--- src/pmvd_pkg.sv ---
`default_nettype none
package pmvd_pkg;

	localparam int LANES       = 4;
	localparam int LANE_W      = 16;
	localparam int FRAC_BITS   = LANE_W / 2;
	localparam int PROD_W      = 2 * LANE_W;
	localparam int ACC_W       = 40;
	localparam int PACKET_W    = LANES * LANE_W;
	localparam int STORE_DEPTH = 64;
	localparam int SLOT_W      = $clog2(STORE_DEPTH);
	localparam int LEN_W       = 7;
	localparam int ROW_W       = 16;
	localparam int MAX_ROW_PACKETS = 64;
	localparam int PAIR_W      = ACC_W + 1;
	localparam int TOTAL_W     = ACC_W + 2;
	localparam int SUM_W       = 16;

	localparam logic REG_ROW_PACKETS = 1'b0;
	localparam logic REG_ROW_COUNT   = 1'b1;

	localparam logic FUNC_LOAD   = 1'b0;
	localparam logic FUNC_STREAM = 1'b1;

	typedef struct packed {
		logic             close;
		logic [ROW_W-1:0] row_index;
		logic             last;
	} pmvd_tag_t;

endpackage
`default_nettype wire

--- src/pmvd_mac.sv ---
`default_nettype none
module pmvd_mac (
	input  wire logic                        clk,
	input  wire logic                        arst_n,
	input  wire logic                        advance,
	input  wire logic                        valid_s1,
	input  wire pmvd_pkg::pmvd_tag_t         tag_s1,
	input  wire logic [pmvd_pkg::PACKET_W-1:0] packet_s1,
	input  wire logic [pmvd_pkg::PACKET_W-1:0] vec_s1,
	output logic                             valid_s3,
	output pmvd_pkg::pmvd_tag_t              tag_s3,
	output logic [pmvd_pkg::LANES-1:0][pmvd_pkg::ACC_W-1:0] fin_s3
);
	import pmvd_pkg::*;

	logic                          valid_s2;
	pmvd_tag_t                     tag_s2;
	logic [LANES-1:0][PROD_W-1:0]  prod_s2;
	logic [LANES-1:0][ACC_W-1:0]   sums_q;
	logic [LANES-1:0][ACC_W-1:0]   sums_next;
	logic [LANES-1:0][PROD_W-1:0]  prod_next;

	always_comb begin
		for (int l = 0; l < LANES; l++) begin
			prod_next[l] = PROD_W'($signed(packet_s1[l*LANE_W +: LANE_W]))
				* PROD_W'($signed(vec_s1[l*LANE_W +: LANE_W]));
			sums_next[l] = sums_q[l]
				+ {{(ACC_W-PROD_W){prod_s2[l][PROD_W-1]}}, prod_s2[l]};
		end
	end

	always_ff @(posedge clk or negedge arst_n) begin
		if (!arst_n) begin
			valid_s2 <= 1'b0;
			valid_s3 <= 1'b0;
			sums_q   <= '0;
		end else if (advance) begin
			valid_s2 <= valid_s1;
			valid_s3 <= valid_s2 && tag_s2.close;
			if (valid_s2) begin
				sums_q <= tag_s2.close ? '0 : sums_next;
			end
		end
	end

	always_ff @(posedge clk) begin
		if (advance) begin
			prod_s2 <= prod_next;
			tag_s2  <= tag_s1;
			fin_s3  <= sums_next;
			tag_s3  <= tag_s2;
		end
	end

endmodule
`default_nettype wire

--- config.mk ---
export PLATFORM = sky130hd
export DESIGN_NAME = pmvd_mac
export DESIGN_NICKNAME = d
export VERILOG_FILES = /design/src/pmvd_pkg.sv /design/src/pmvd_mac.sv
export SDC_FILE = /design/constraint.sdc
export NUM_CORES = 2
export LEC_CHECK = 0
export BUFFER_PORTS_ARGS = -buffer_cell sky130_fd_sc_hd__buf_2
export CORE_ASPECT_RATIO = 0.5
export CORE_MARGIN = 5
export CORE_UTILIZATION = 58
export DETAILED_ROUTE_END_ITERATION = 8
export HOLD_SLACK_MARGIN = 0.03
export PLACE_DENSITY_LB_ADDON = 0.2
export SLEW_MARGIN = 15
export SYNTH_ARGS = -nofsm -noshare
export SYNTH_HDL_FRONTEND = slang
export SYNTH_SLANG_ARGS = --single-unit
--- constraint.sdc ---
create_clock -name clk -period 3.3 [get_ports clk]
set_clock_uncertainty 0.2 [all_clocks]
set_input_delay 0.165 -clock clk [delete_from_list [all_inputs] [get_ports clk]]
set_output_delay 0.165 -clock clk [all_outputs]
set_load 0.005 [all_outputs]
==> results.tsv <==
metric	value	unit
grt_start_max_net_pins	142	
grt_pass1_wl	264000	um
synth.distinct_cells	76	
dpl-instance-area	0.0724	sq mm
worst_pin_slew	898	ps
rsz0062_at_grt	yes	
synth_cells	6120	
cp_data_arrival_time	5690	ps
area_delta_synth_final	26.7	%
required	3450	ps
viasPerCell	5.42	
max_freq	180	MHz
dpl.hpwl	127000	um
synth_seq_cells	486	
use_met1	37.5	%
drv_slew	0	
path_max_fanout	5	
synth_edf_count	324	
core_area	0.107	sq mm
vias	47300	
fin_crit	5540	ps
ys.warnings.count	0	
clock_latency	610	ps
wl_per_cell	18.6	um
endpoint_kind	register	
avgSynthCellArea	10.2	sq um
slew_headroom	40.1	%
n_antenna_cell	0	
antenna_found_initial	0	
die_x	474	um
nFillCells	7447	
start_kind	primary input	
min_path_type	in -> reg	
outcome	finished with violations	
dieArea	0.115	sq mm
root_buffer	clkbuf_16	
setup_viol	116	
die_y	242	um
grt_pass1_vias	51500	
syn_area	0.0624	sq mm
place_ws	-3000	ps
htreeDepth	2	
synth_area_leader_cell	fa_1	
drc	0	
yosysMostFrequentCell	inv_1	
ys_seq_area_share	22.1	%
grt_use_met2	49.2	%
violations	setup timing	
finalNetCount	8932	
busiest_layer	met2	
design_area	0.0790	sq mm
crit_type	in -> reg	
cts.sinks	486	
synth_ff_type	edfxtp_1	
yosysTopAreaCellShare	33.8	%
num_io_pins	329	
row_count	85	
utilization	73.7	%
ys_async_sr_fraction	33.3	%
routabilityCongestion	0.948	
cap_violations	0	
track_usage	28.1	%
dr.pass1.iters	5	
cts_made_buffers	49	
yosys-top-cells-area	fa_1 34%, edfxtp_1 16%, ha_1 9.7%	
grt_overflow	0	
drt_iter0_markers	2799	
drive_gt1_share	27.4	%
fin_ws	-2240	ps
drt_wl_total	162000	um
io_buffers	328	
cts_tree	done	
grt.met3_usage	3.03	%
cts_max_path_buffers	3	
antenna_left	0	
hold_viol	0	
syn-num-nets	7806	
path_clk_slew	60	ps
synthTopCellsByCount	1178 x inv_1, 1052 x fa_1, 604 x nand2_1	
start_util	58.2	%
period_share	168	%
state kept, by name, indices dropped and copies added, names as in the netlist:
| name | count |
|---|---|
| tag_s3 | 18 |
| valid_s2 | 1 |
| sums_q | 160 |
| tag_s2 | 18 |
| prod_s2 | 128 |
| valid_s3 | 1 |
| fin_s3 | 160 |
final timing paths:
path                               start            to  slack (ps)  cells after the start
max reg2reg                  sums_q[120]   sums_q[146]        -120                     14
min in group asynchronous         arst_n   sums_q[111]         100                      3
min reg2reg                    tag_s2[9]     tag_s3[9]         220                      0
min                         packet_s1[0]    prod_s2[0]          30                      4
max in group asynchronous         arst_n    sums_q[36]        2460                      3
max                        packet_s1[51]  prod_s2[127]       -2240                     22
cell usage in the layout (no fill, tap or decap), drive strengths merged, types with 12 or more instances in the layout:
cell,Yosys,final
buf,3,1237
inv,1178,1179
fa,1052,1052
nand2,604,604
and2,497,497
ha,484,484
edfxtp,324,324
a21oi,226,226
xnor2,210,210
nor2,165,165
dfrtp,162,162
a21o,146,146
a22o,144,144
o21ai,139,139
xor2,83,83
clkbuf,201,73
nand3,54,54
nand2b,48,48
o21bai,41,41
nor3,34,34
dlygate4sd3,0,33
o21a,26,26
nor2b,26,26
a211oi,25,25
a31oi,22,22
and3,21,21
o211ai,20,20
nand4,20,20
o31ai,20,20
clkinv,0,20
or3,12,12
or2,12,12
critical path, stage by stage:
cell and delay, ps:
buf_12 110, buf_12 110, buf_4 150, and2_1 170, fa_1 550, fa_1 440
fa_1 480, fa_1 520, fa_1 500, inv_1 50, fa_1 490, inv_2 50
ha_4 230, buf_12 130, a21oi_4 90, o21a_1 190, o311a_4 250, nor3_4 50
or4_4 510, a31o_2 230, a21oi_2 120, xnor2_1 70
kinds of logic (layout without fill, tap and decap cells):
logic type | Yosys count | count (layout) | share of synthesized area, %
xor+xnor | 293 | 293 | 4.13
buf+inv | 1382 | 2549 | 8.32
simple gates | 1517 | 1517 | 12.0
fa+ha+maj | 1536 | 1536 | 43.5
mux | 5 | 5 | 0.0822
compound gates | 901 | 901 | 9.92
flops | 486 | 486 | 22.1
metal layers:
metal	up-vias	wire length, um
met5	-	0
met4	0	5400
met3	305	7670
met2	1286	81800
met1	24000	67400
li1	21700	-
what timing repair did:
item,CTS,global route
resized for setup,426,519
pin swaps,254,312
setup buffers,85,72
setup endpoints to repair,179,225
hold endpoints to repair,211,0
hold buffers,34,0
gates cloned,2,3
through the flow:
stage / instances / hold slack (ps) / TNS, ps
final: 8722 / 29.2 / -155350
after global routing: 8722 / 41.7 / -171740
after CTS: 8680 / 33.3 / -156180
after detailed placement: 8473 / 75.6 / -242560
after global placement: 8473 / 77.3 / -235530
after floorplan: 6120 / -331 / -173560
cell type report:
class	instances	area, sq um	share of cell area, %
Sequential cell	486	13800	17.4
Clock inverter	28	258	0.326
Tap cell	1435	1800	2.27
Timing Repair Buffer	1279	10500	13.3
Inverter	1178	4430	5.60
Multi-Input combinational cell	4252	46800	59.3
Clock buffer	64	1420	1.79
Power is not shown: default switching activity piles up to over one toggle a cycle in this logic, so the estimate is an artifact.
