### config.mk
export PLATFORM = sky130hd
export DESIGN_NAME = pmvd_vec_mem
export DESIGN_NICKNAME = d
export VERILOG_FILES = /design/src/pmvd_pkg.sv /design/src/pmvd_vec_mem.sv
export SDC_FILE = /design/constraint.sdc
export NUM_CORES = 2
export LEC_CHECK = 0
export BUFFER_PORTS_ARGS = -buffer_cell sky130_fd_sc_hd__buf_2
export CAP_MARGIN = 20
export CORE_ASPECT_RATIO = 0.6
export CORE_UTILIZATION = 55
export CTS_CLUSTER_SIZE = 16
export DETAILED_ROUTE_END_ITERATION = 10
export GPL_ROUTABILITY_DRIVEN = 0
export PLACE_DENSITY = 0.71
export SETUP_SLACK_MARGIN = 0.02
export SYNTH_ARGS = -nofsm -noshare
export SYNTH_HDL_FRONTEND = slang
export SYNTH_SLANG_ARGS = --single-unit
### constraint.sdc
create_clock -name clk -period 7 [get_ports clk]
set_clock_uncertainty 0.05 [all_clocks]
set_input_delay 0.7 -clock clk [delete_from_list [all_inputs] [get_ports clk]]
set_output_delay 0.7 -clock clk [all_outputs]
set_load 0.03 [all_outputs]
### src/pmvd_pkg.sv
`default_nettype none
package pmvd_pkg;

	localparam int LANES       = 4;
	localparam int LANE_W      = 16;
	localparam int FRAC_BITS   = LANE_W / 2;
	localparam int PROD_W      = 2 * LANE_W;
	localparam int ACC_W       = 40;
	localparam int PACKET_W    = LANES * LANE_W;
	localparam int STORE_DEPTH = 64;
	localparam int SLOT_W      = $clog2(STORE_DEPTH);
	localparam int LEN_W       = 7;
	localparam int ROW_W       = 16;
	localparam int MAX_ROW_PACKETS = 64;
	localparam int PAIR_W      = ACC_W + 1;
	localparam int TOTAL_W     = ACC_W + 2;
	localparam int SUM_W       = 16;

	localparam logic REG_ROW_PACKETS = 1'b0;
	localparam logic REG_ROW_COUNT   = 1'b1;

	localparam logic FUNC_LOAD   = 1'b0;
	localparam logic FUNC_STREAM = 1'b1;

	typedef struct packed {
		logic             close;
		logic [ROW_W-1:0] row_index;
		logic             last;
	} pmvd_tag_t;

endpackage
`default_nettype wire

### src/pmvd_vec_mem.sv
`default_nettype none
module pmvd_vec_mem (
	input  wire logic                        clk,
	input  wire logic                        wr_en,
	input  wire logic [pmvd_pkg::SLOT_W-1:0]   wr_addr,
	input  wire logic [pmvd_pkg::PACKET_W-1:0] wr_data,
	input  wire logic                        rd_en,
	input  wire logic [pmvd_pkg::SLOT_W-1:0]   rd_addr,
	output logic      [pmvd_pkg::PACKET_W-1:0] rd_data
);
	import pmvd_pkg::*;

	logic [PACKET_W-1:0] mem [STORE_DEPTH];

	always_ff @(posedge clk) begin
		if (wr_en) begin
			mem[wr_addr] <= wr_data;
		end
	end

	always_ff @(posedge clk) begin
		if (rd_en) begin
			rd_data <= mem[rd_addr];
		end
	end

endmodule
`default_nettype wire

==> flow_summary.yaml <==
outcome:
  status: "finished clean"
clock_tree:
  clkSlewWorstSetupHoldPaths_ns: 0.06
  cts_buffers: 358
  clock_latency_ns: 0.93
  htree_levels: 5
  ctsLongestPathBuffers: 4
  postCtsSetupBuffers: 0
  cts.sinks: 4160
  root_buffer: "clkbuf_16"
  cts_tree: "yes"
  ctsHoldBuffers: 0
  cts_resized: 0
timing:
  max_freq_ghz: 0.2747
  drv_slew: 0
  setup_violations: 0
  relSlewSlack_pct: 18.34
  worst_pin_slew_ns: 1.225
  hold_viol: 0
  setup_slack_ns: 3.360
  tns_ns: 0
  fin_crit_sh_pct: 52.01
  finalCriticalPeriod_ns: 3.640
  whs_ns: 0.03259
  rsz0062_at_grt: "no"
global_routing:
  grt-ovfl-total: 0
  antenna_found_initial: 44
  grt_pass1_vias: 76058
  grt_pass1_wl_mm: 611.6
  grt_max_degree: 142
  track_usage_pct: 30.82
place:
  io_buffers: 142
  hpwl_mm: 232.7
  place_ws_ns: 2.595
  dpl_cell_area_um2: 163400
worst_hold_path:
  hold_path_depth: 1
  hp-class: "in -> reg"
  whs_endpoint: "mem[21][41]$_DFFE_PP_"
  min-delay-start: "wr_data[41]"
critical_path:
  cp_slowest_cell: "and2_4"
  slowest_delay_ns: 1.04
  crit_type: "in -> reg"
  reg2reg_from: "mem[63][49]$_DFFE_PP_"
  rrSetupSlack_ns: 4.65
  cp-start-kind: "input port"
  crit_fanout: 45
  required_ns: 7.62
  crit_chain: "buf_2 -> and2_4 -> buf_4 -> a22oi_1 -> and3_1 -> a211oi_1"
  r2r_cells: 5
  critical_path_arrival_ns: 4.26
  rr_endpoint: "rd_data[49]$_DFFE_PP_"
  cp-end-kind: "flop"
floorplanning:
  chipWidth_um: 691.7
  core_um2: 283000
  row_count: 151
  io_pins: 143
  die_h_um: 415.8
  start_util_pct: 55.47
  die_area_um2: 287600
logic_synthesis:
  synth_area_leaders: "edfxtp_1, mux4_2, mux2i_1"
  synth_compound_area_share_pct: 2.467
  avgSynthCellArea_um2: 23.79
  synth_xor_xnor_area_share_pct: 0
  yosysSeqAreaShare_pct: 79.57
  syn-num-nets: 6677
  synthFlopType: "edfxtp_1"
  synth_mux_area_share_pct: 15.55
  synthCells: 6598
  synthAdderAreaFrac_pct: 0
  async_reset_ff_share_pct: 0
  ys_seq_elements: 4160
  synth_top_cell_by_area: "edfxtp_1"
  synthSimpleGateAreaFrac_pct: 1.235
  synth-edff-count: 4160
  synth_cell_type_count: 32
  netlist.area_leader.share_pct: 79.57
  yosysWarnings: 0
  syn_area_um2: 157000
  synth_top_family_by_area: "multiplexers"
power:
  power_leakage_uw: 0.05430
  cellPowerDensity_nw_per_um2: 285.1
  irDropWorstVdd_mv: 0.2215
  power.total_uw: 49980
route:
  drt-pass1-iter-count: 6
  drc: 0
  via_count: 78386
  via_per_inst: 7.118
  drtAntennaViolNets: 0
  drt_iter0_drc: 14596
  drt-wirelength-per-cell_um: 40.36
  routed_wl_mm: 444.5
finish:
  layout.nets: 7050
  fin_area_um2: 175300
  drive_gt1_share_pct: 27.45
  fill_cells: 18519
  area_growth_pct: 11.67
flow_run:
  drv_cap: 0
-- cell usage after synthesis (6+ instances only) --
master,n
a22o_1,88
mux2i_1,135
mux4_2,1024
or2_2,28
buf_1,20
a31oi_1,18
or3_1,29
nor2b_1,28
nand2b_1,11
o22ai_1,83
nor2_1,112
a41oi_1,26
a211oi_1,63
buf_6,6
o221ai_1,38
and3_1,64
a2bb2oi_1,19
edfxtp_1,4160
inv_1,19
nand2_1,58
buf_4,34
buf_2,170
clkbuf_1,140
nand3_1,45
a22oi_1,168
-- worst max path at each step --
stage / start / to / slack, ns / cells after the start
detailed placement: rd_addr[3] / rd_data[40]$_DFFE_PP_ / 2.59 / 6
global route: rd_addr[0] / rd_data[55]$_DFFE_PP_ / 3.30 / 7
global placement: rd_addr[0] / rd_data[28]$_DFFE_PP_ / 2.61 / 8
CTS: rd_addr[3] / rd_data[40]$_DFFE_PP_ / 3.52 / 6
finish: rd_addr[3] / rd_data[40]$_DFFE_PP_ / 3.36 / 6
floorplan: wr_addr[3] / mem[48][0]$_DFFE_PP_ / 0.81 / 4
-- critical path, delay by kind of cell --
family / cells / cell delay (ns)
AOI/OAI and AO/OA: 2 / 0.73
buffers and inverters: 2 / 1.37
and+or+nand+nor: 2 / 1.33
-- layout by cell type, fill, tap and decap left out, types with 64 or more instances in the layout --
master | synthesis | layout
a22oi_1 | 168 | 168
clkbuf_1 | 140 | 72
buf_4 | 34 | 171
buf_2 | 170 | 138
clkinv_1 | 0 | 93
mux2i_1 | 135 | 135
a22o_1 | 88 | 88
edfxtp_1 | 4160 | 4160
buf_12 | 0 | 68
and3_1 | 64 | 64
mux4_2 | 1024 | 1024
nor2_4 | 0 | 65
clkbuf_16 | 0 | 369
o22ai_1 | 83 | 83
-- area by class of cell --
class | count | area (um^2) | area share (%)
antenna | 11 | 27.53 | 0.01570
clock buffer | 441 | 9504 | 5.421
sequential | 4160 | 124900 | 71.26
inverter | 19 | 71.32 | 0.04068
clock inverter | 202 | 1861 | 1.061
tap | 3748 | 4690 | 2.675
timing repair buffer | 383 | 3458 | 1.973
multi-input combinational | 2049 | 30780 | 17.56
-- layer usage --
metal	GRT usage, %	share of wire [%]	up-vias	routed length, um
met5	0	0.046	-	203
met3	9.144	16	915	70900
met4	8.888	3.4	32	15330
met2	43.15	43	6666	190000
li1	-	-	29264	-
met1	47.60	38	41509	168000
-- metrics by stage --
step,util [%],cells
3_5_place_dp,57.75,10335
4_1_cts,61.76,10978
3_3_place_gp,57.69,10328
5_1_grt,61.94,11006
6_report,61.94,11013
2_1_floorplan,-,6598
-- sequential cells by signal, indices dropped and copies added, names as in the netlist --
register,flops
rd_data,64
mem,4096
-- logic make-up after synthesis --
| logic type | after synthesis |
|---|---|
| DFF | 4160 |
| muxes | 1159 |
| AOI/OAI and AO/OA | 504 |
| buffers and inverters | 389 |
| and+or+nand+nor | 386 |
-- where the power goes --
group	internal [uW]	total [uW]	switching [uW]
sequential	27600	27700	104
combinational	870	2450	1580
clock	10900	19800	8940
total	39300	50000	10600
No activity file was read; power rests on OpenSTA's default activity.
