**config.mk**
```make
export PLATFORM = sky130hd
export DESIGN_NAME = pmvd_reduce
export DESIGN_NICKNAME = d
export VERILOG_FILES = /design/src/pmvd_pkg.sv /design/src/pmvd_reduce.sv
export SDC_FILE = /design/constraint.sdc
export NUM_CORES = 1
export LEC_CHECK = 0
export BUFFER_PORTS_ARGS = -buffer_cell sky130_fd_sc_hd__buf_2
export CORE_ASPECT_RATIO = 1.5
export CORE_MARGIN = 2
export CORE_UTILIZATION = 50
export CTS_BUF_LIST = sky130_fd_sc_hd__clkbuf_8 sky130_fd_sc_hd__clkbuf_16
export CTS_CLUSTER_SIZE = 8
export DETAILED_ROUTE_END_ITERATION = 6
export PLACE_DENSITY_LB_ADDON = 0.05
export SLEW_MARGIN = 25
export SYNTH_ARGS = -nofsm -noshare
export SYNTH_HDL_FRONTEND = slang
export SYNTH_SLANG_ARGS = --single-unit
export TNS_END_PERCENT = 10
```
**constraint.sdc**
```tcl
create_clock -name clk -period 5.5 [get_ports clk]
set_input_delay 0.55 -clock clk [delete_from_list [all_inputs] [get_ports clk]]
set_output_delay 0.55 -clock clk [all_outputs]
set_load 0.01 [all_outputs]
```
**src/pmvd_pkg.sv**
```systemverilog
`default_nettype none
package pmvd_pkg;

	localparam int LANES       = 4;
	localparam int LANE_W      = 16;
	localparam int FRAC_BITS   = LANE_W / 2;
	localparam int PROD_W      = 2 * LANE_W;
	localparam int ACC_W       = 40;
	localparam int PACKET_W    = LANES * LANE_W;
	localparam int STORE_DEPTH = 64;
	localparam int SLOT_W      = $clog2(STORE_DEPTH);
	localparam int LEN_W       = 7;
	localparam int ROW_W       = 16;
	localparam int MAX_ROW_PACKETS = 64;
	localparam int PAIR_W      = ACC_W + 1;
	localparam int TOTAL_W     = ACC_W + 2;
	localparam int SUM_W       = 16;

	localparam logic REG_ROW_PACKETS = 1'b0;
	localparam logic REG_ROW_COUNT   = 1'b1;

	localparam logic FUNC_LOAD   = 1'b0;
	localparam logic FUNC_STREAM = 1'b1;

	typedef struct packed {
		logic             close;
		logic [ROW_W-1:0] row_index;
		logic             last;
	} pmvd_tag_t;

endpackage
`default_nettype wire

```
**src/pmvd_reduce.sv**
```systemverilog
`default_nettype none
module pmvd_reduce (
	input  wire logic                      clk,
	input  wire logic                      arst_n,
	input  wire logic                      advance,
	input  wire logic                      valid_s3,
	input  wire pmvd_pkg::pmvd_tag_t       tag_s3,
	input  wire logic [pmvd_pkg::LANES-1:0][pmvd_pkg::ACC_W-1:0] fin_s3,
	output logic                           valid_s4,
	output pmvd_pkg::pmvd_tag_t            tag_s4,
	output logic signed [pmvd_pkg::SUM_W-1:0] sum_s4,
	output logic                           sat_s4
);
	import pmvd_pkg::*;

	logic [LANES/2-1:0][PAIR_W-1:0] pair_s4;
	logic signed [TOTAL_W-1:0]           total;
	logic signed [TOTAL_W-FRAC_BITS-1:0] shifted;

	always_comb begin
		total = '0;
		for (int j = 0; j < LANES/2; j++) begin
			total = total + TOTAL_W'($signed(pair_s4[j]));
		end
		shifted = (TOTAL_W-FRAC_BITS)'(total >>> FRAC_BITS);
		if (shifted > $signed((TOTAL_W-FRAC_BITS)'(32767))) begin
			sum_s4 = 16'sh7fff;
			sat_s4 = 1'b1;
		end else if (shifted < -$signed((TOTAL_W-FRAC_BITS)'(32768))) begin
			sum_s4 = 16'sh8000;
			sat_s4 = 1'b1;
		end else begin
			sum_s4 = SUM_W'(shifted);
			sat_s4 = 1'b0;
		end
	end

	always_ff @(posedge clk or negedge arst_n) begin
		if (!arst_n) begin
			valid_s4 <= 1'b0;
		end else if (advance) begin
			valid_s4 <= valid_s3;
		end
	end

	always_ff @(posedge clk) begin
		if (advance) begin
			tag_s4 <= tag_s3;
			for (int j = 0; j < LANES/2; j++) begin
				pair_s4[j] <= PAIR_W'($signed(fin_s3[2*j]))
					+ PAIR_W'($signed(fin_s3[2*j+1]));
			end
		end
	end

endmodule
`default_nettype wire

```
==> impl_metrics.py, run 1 <==
metrics = {
    "outcome": {
        "outcome": "finished clean",
    },
    "synth": {
        "ys_seq_area_frac": 0.338,
        "synthArstFlopShare": 0.00990,
        "synth_top_flop_cell": "edfxtp_1",
        "syn_area_per_cell_um2": 9.60,
        "netlist_instances": 933,
        "ys_seq_elements": 101,
        "syn_area_mm2": 0.00896,
        "yosys_warnings": 0,
        "synth_edf_count": 100,
        "synth_cell_types": 67,
        "syn-num-nets": 1237,
    },
    "sta": {
        "post-route-period-util": 0.931,
        "setup_viol": 0,
        "tns_ns": 0,
        "hold_viol": 0,
        "slew_headroom": 0.361,
        "report.final.slew_viol_count": 0,
        "rsz0062_at_grt": "false",
        "finalCriticalPeriod_ns": 5.12,
        "finalWorstSetupSlack_ns": 0.380,
        "tightest_slew_ns": 0.946,
        "fmax_ghz": 0.195,
        "finClkSkew_ns": 0,
    },
    "worst_hold_path": {
        "worstHoldEndpoint": "tag_s4[10]",
        "min_path_cells": 1,
        "min-delay-start": "tag_s3[10]",
        "hp-class": "primary input to register",
    },
    "worst_setup_path": {
        "cp.arrival_ns": 4.57,
        "worst-setup-path-type": "register to primary output",
        "crit_required_ns": 4.95,
        "r2r-end": "valid_s4",
        "cp_max_fo": 11,
        "end_kind": "primary output",
        "crit_path_start_kind": "register",
        "rr_worst_depth": 1,
        "r2r_setup_slack_ns": 4.75,
        "worst_r2r_startpoint": "valid_s4",
    },
    "drt": {
        "vias": 7979,
        "dr.pass1.iters": 6,
        "drc": 0,
        "vias_per_cell": 5.79,
        "first_iter_violations": 342,
        "routed_wl_um": 23200,
        "wl_per_cell_um": 16.9,
        "ant_nets": 0,
    },
    "final_layout": {
        "antennaDiodeCount": 0,
        "layout_common_cells": "buf_2 (216), ha_1 (120), edfxtp_1 (100), a21oi_1 (99), xnor2_1 (66)",
        "stdcell_area_mm2": 0.0106,
        "fin_nets": 1463,
        "layout_commonest_cell": "buf_2",
        "post-route-util": 0.608,
        "area_growth_pct": 18.2,
        "drive_gt1_frac": 0.213,
    },
    "global_routing": {
        "grt_pass1_wl_um": 35900,
        "overflow": 0,
        "globalRouteTotalUtil": 0.237,
        "grt_pass1_vias": 7720,
        "grt_max_degree": 52,
        "antenna_found_initial": 0,
    },
    "pwr": {
        "p_int_mw": 1.97,
        "power_frac_clock": 0.184,
        "p_comb_frac": 0.491,
        "vdd_drop_max_uv": 158,
        "p_sw_frac": 0.389,
        "seqPwrFrac": 0.325,
        "powerDensity_mw_per_mm2": 304,
        "finalPower_mw": 3.22,
        "p_leak_nw": 4.79,
        "p_switching_mw": 1.25,
    },
    "clock_network": {
        "numClockSinks": 101,
        "cts_setup_buffers": 0,
        "cts_tree": "yes",
        "clock_latency_ns": 0.35,
        "htreeDepth": 3,
        "path_clk_slew_ns": 0.07,
        "postCtsHoldBufs": 1,
        "cts_resized": 0,
        "cts_buffers": 9,
        "root_buffer": "clkbuf_16",
        "clk_path_buf_depth": 2,
    },
    "place": {
        "dpl_cell_area_mm2": 0.0103,
        "portBuffers": 217,
        "post-place-ws_ns": 0.822,
        "dp_hpwl_um": 19700,
        "gp_congestion": 0.908,
    },
    "flow_run": {
        "max_cap_violations": 0,
    },
    "floorplan": {
        "start_util": 0.514,
        "core-area_mm2": 0.0174,
        "ios": 218,
        "die-area_mm2": 0.0190,
        "die_w_um": 113,
        "row_count": 59,
        "die_h_um": 168,
    },
}
## area by class of cell
type | count | area [µm²]
clock buffer | 9 | 225
clock inverter | 7 | 51.3
fill | 1578 | 6830
inverter | 28 | 105
multi-input combinational | 797 | 5790
sequential | 101 | 3030
tap | 213 | 267
timing repair buffer | 222 | 1130
## routing by layer
layer | up-vias | part of all wire | wire length, µm | GRT usage
met5 | - | 0 | 0 | 0
met4 | 0 | 0.046 | 1070 | 0.118
met3 | 49 | 0.032 | 753 | 0.0274
met2 | 175 | 0.57 | 13200 | 0.482
met1 | 3736 | 0.35 | 8240 | 0.228
li1 | 4019 | - | - | -
## worst max-delay path, cell delays in order, from the launching register on
cell and delay [ns]:
edfxtp_1 0.37, ha_1 0.29, a31oi_1 0.22, a211oi_1 0.14, a21o_1 0.25, o31ai_2 0.44
o31a_1 0.27, o21ai_1 0.14, a31oi_1 0.37, nor2b_1 0.10, o31a_1 0.35, a41oi_1 0.74
buf_4 0.30, o21ai_0 0.09, buf_2 0.14
## flip-flops by register name, summed over array words and instances, names as in the netlist
signal / cells
pair_s4: 82
valid_s4: 1
tag_s4: 18
## worst max path at each step
stage                      startpoint   endpoint  slack, ns  cells after the start
after global routing       pair_s4[1]  sum_s4[3]       0.16                     14
after global placement     pair_s4[9]  sum_s4[3]       0.88                     14
final                      pair_s4[1]  sum_s4[4]       0.38                     14
after detailed placement  pair_s4[42]  sum_s4[0]       0.82                     14
after floorplan           pair_s4[19]     sat_s4       1.22                     12
after CTS                 pair_s4[42]  sum_s4[0]       0.43                     14
## power groups by stage
stage          registers (mW)  logic, mW  clock network, mW
3_3_place_gp             1.06       1.56                  0
6_report                 1.05       1.58              0.592
3_5_place_dp             1.07       1.57                  0
4_1_cts                  1.05       1.58              0.603
5_1_grt                  1.06       1.74              0.627
2_1_floorplan            1.04       1.11                  0
## logic make-up after synthesis
family                     synth area share
muxes                               0.00349
buffers and inverters                0.0159
DFF                                   0.338
AOI/OAI and AO/OA                     0.240
xor gates and xnor gates             0.0958
and+or+nand+nor                       0.135
adders and majority gates             0.172
## stage by stage
stage | hold WS, ns | std cells
after floorplan | 0.254 | 933
after global placement | 0.326 | 1360
after detailed placement | 0.326 | 1360
after CTS | 0.363 | 1377
after global routing | 0.365 | 1377
final | 0.373 | 1377
## cell usage after synthesis, drive strengths merged, types with 3 or more instances
library cell / count / area (µm²)
ha: 120 / 1500
a21oi: 100 / 512
edfxtp: 100 / 3000
o21ai: 70 / 350
xnor2: 66 / 578
nor2: 63 / 236
nand2: 61 / 229
a21o: 57 / 428
xor2: 32 / 280
inv: 28 / 105
nor2b: 18 / 113
nor3: 16 / 80.1
a211oi: 15 / 113
nand2b: 15 / 93.8
a31oi: 14 / 87.6
nand3: 14 / 70.1
o21a: 14 / 105
and3: 13 / 81.3
nand4: 11 / 68.8
o31ai: 8 / 65.1
and2: 6 / 37.5
o21bai: 6 / 45.0
clkbuf: 5 / 18.8
o31a: 5 / 43.8
or2: 5 / 31.3
a2111oi: 4 / 35.0
a211o: 4 / 35.0
a21boi: 4 / 30.0
a221oi: 4 / 35.0
o2111ai: 4 / 35.0
o211ai: 4 / 30.0
or4: 4 / 33.8
a41oi: 3 / 26.3
nor4: 3 / 18.8
(Power assumes the default switching activity.)
==> run 2, diff against run 1 <==
- ABC_AREA: default -> 1
- CTS_BUF_LIST: sky130_fd_sc_hd__clkbuf_8 sky130_fd_sc_hd__clkbuf_16 -> sky130_fd_sc_hd__clkbuf_16
==> impl_metrics.py, run 2 <==
metrics = {
    "worst_setup_path": {
        "crit_required_ns": 4.95,
        "end_kind": "primary output",
        "cp.arrival_ns": 3.19,
        "crit_path_start_kind": "register",
        "worst-setup-path-type": "register to primary output",
        "cp_max_fo": 16,
    },
    "global_routing": {
        "grt_pass1_vias": 11613,
        "grt_max_degree": 95,
        "globalRouteTotalUtil": 0.311,
        "antenna_found_initial": 0,
        "grt_pass1_wl_um": 57600,
        "overflow": 0,
    },
    "sta": {
        "post-route-period-util": 0.680,
        "rsz0062_at_grt": "false",
        "fmax_ghz": 0.267,
        "finalCriticalPeriod_ns": 3.74,
        "slew_headroom": 0.434,
        "report.final.slew_viol_count": 0,
        "setup_viol": 0,
        "finClkSkew_ns": 0,
        "tightest_slew_ns": 0.849,
        "tns_ns": 0,
        "hold_viol": 0,
    },
    "place": {
        "portBuffers": 217,
        "place_inst": 2182,
        "gp_congestion": 1.04,
        "dpl_cell_area_mm2": 0.0127,
        "dp_hpwl_um": 32400,
    },
    "drt": {
        "dr.pass1.iters": 6,
        "first_iter_violations": 744,
        "wl_per_cell_um": 17.0,
        "drc": 0,
        "ant_nets": 0,
        "vias": 11961,
        "routed_wl_um": 37400,
        "vias_per_cell": 5.44,
    },
    "pwr": {
        "vdd_drop_max_uv": 150,
        "p_leak_nw": 6.75,
        "powerDensity_mw_per_mm2": 296,
    },
    "flow_run": {
        "max_cap_violations": 0,
    },
    "final_layout": {
        "drive_gt1_frac": 0.144,
        "reg_top3": "pair_s4: 82 flops, tag_s4: 18 flops, valid_s4: 1 flops",
        "antennaDiodeCount": 0,
        "final_cells": 2199,
        "regMostFlops": "pair_s4",
        "area_growth_pct": 15.2,
        "fin_nets": 2222,
        "stdcell_area_mm2": 0.0130,
        "layout_commonest_cell": "nand2_1",
        "largest_reg_flops": 82,
        "layout_common_cells": "nand2_1 (533), inv_1 (264), buf_2 (216), nor2_1 (161), a21oi_1 (125)",
    },
    "outcome": {
        "outcome": "finished clean",
    },
    "clock_network": {
        "cts_buffers": 9,
        "clock_latency_ns": 0.35,
        "cts_tree": "yes",
        "cts_setup_buffers": 0,
        "postCtsHoldBufs": 1,
        "cts_resized": 0,
        "path_clk_slew_ns": 0.08,
        "numClockSinks": 101,
        "clk_path_buf_depth": 2,
        "root_buffer": "clkbuf_16",
        "htreeDepth": 3,
    },
    "synth": {
        "syn-num-nets": 1994,
        "synthArstFlopShare": 0.00990,
        "ys_seq_elements": 101,
        "yosysMostFrequentCell": "nand2_1",
        "syn_area_per_cell_um2": 6.70,
        "yosys-top-cells-area": "edfxtp_1 (27%), nand2_1 (18%), ha_1 (13%), inv_1 (8.8%), a21oi_1 (5.5%)",
        "synth_edf_count": 100,
        "yosys_warnings": 0,
        "synth_cell_types": 44,
        "yosys-top-cells-count": "nand2_1 (533), inv_1 (264), nor2_1 (161)",
        "ys_seq_area_frac": 0.267,
        "netlist_instances": 1690,
        "synth.top_cell.area_share": 0.265,
        "synth_top_flop_cell": "edfxtp_1",
        "syn_area_mm2": 0.0113,
        "synth.largest_area_cell": "edfxtp_1",
    },
    "floorplan": {
        "core-area_mm2": 0.0223,
        "start_util": 0.508,
        "die-area_mm2": 0.0239,
        "die_h_um": 188,
        "die_w_um": 127,
        "ios": 218,
        "row_count": 67,
    },
    "worst_hold_path": {
        "hp-class": "primary input to register",
    },
}
==> run 2: kinds of logic (layout without fill, tap and decap cells) <==
kind of cell    count (synthesis)  count (layout)  synth area share
simple gates                  838             838             0.302
compound gates                259             259             0.129
buf+inv                       282             515            0.0952
fa+ha+maj                     122             122             0.136
xor+xnor                       87              87            0.0690
mux                             1               1          0.000995
flops                         101             101             0.267
==> run 2: area by class of cell <==
class,count,area (µm²)
clock buffer,9,225
inverter,280,1050
timing repair buffer,219,1110
clock inverter,7,68.8
tap,276,345
multi-input combinational,1307,7220
sequential,101,3030
fill,2241,9260
==> run 2: path summary, 6_finish.rpt <==
| check | cells after the start | slack, ns | end | startpoint |
|---|---|---|---|---|
| hold / removal | 1 | 0.37 | tag_s4[11] | tag_s3[11] |
| max in group asynchronous | 2 | 4.91 | valid_s4 | arst_n |
| hold reg to reg | 1 | 0.52 | valid_s4 | valid_s4 |
| setup / recovery | 18 | 1.76 | sum_s4[0] | pair_s4[58] |
| setup reg to reg | 1 | 4.75 | valid_s4 | valid_s4 |
| min in group asynchronous | 2 | 0.50 | valid_s4 | arst_n |
==> run 2: report_power, final <==
group	total (mW)	internal [mW]	switching, mW	leakage (nW)
registers	1.05	1.00	0.0526	0.990
logic	2.18	0.751	1.42	5.63
clock network	0.630	0.318	0.313	0.137
==> run 2: through the flow <==
stage / power (mW) / util / hold slack [ns] / setup WS [ns]
2_1_floorplan: 2.56 / - / 0.254 / 2.81
3_3_place_gp: 3.19 / 0.571 / 0.325 / 2.15
3_5_place_dp: 3.21 / 0.571 / 0.327 / 2.12
4_1_cts: 3.85 / 0.585 / 0.350 / 1.74
5_1_grt: 4.16 / 0.585 / 0.350 / 1.51
6_report: 3.86 / 0.585 / 0.366 / 1.76
==> run 2: critical path, cell delays in order, from the launching register on <==
cell and delay, ns:
edfxtp_1 0.42, ha_1 0.39, nand2_1 0.12, nor2_1 0.32
nand2_1 0.12, inv_1 0.10, nand3_1 0.08, nand3_1 0.17
nand2_1 0.13, nand3b_1 0.10, nand2_1 0.08, nor2_1 0.09
nand2_1 0.06, nor2_1 0.09, nand2_1 0.09, nand2_4 0.17
nand2_1 0.08, nand2_1 0.08, buf_2 0.13
==> run 2: per-layer routing <==
| layer | wire [µm] | vias up | track usage |
|---|---|---|---|
| met2 | 19100 | 417 | 0.577 |
| li1 | - | 5979 | - |
| met4 | 2420 | 0 | 0.189 |
| met1 | 14400 | 5448 | 0.344 |
| met5 | 0 | - | 0 |
| met3 | 1420 | 117 | 0.0202 |
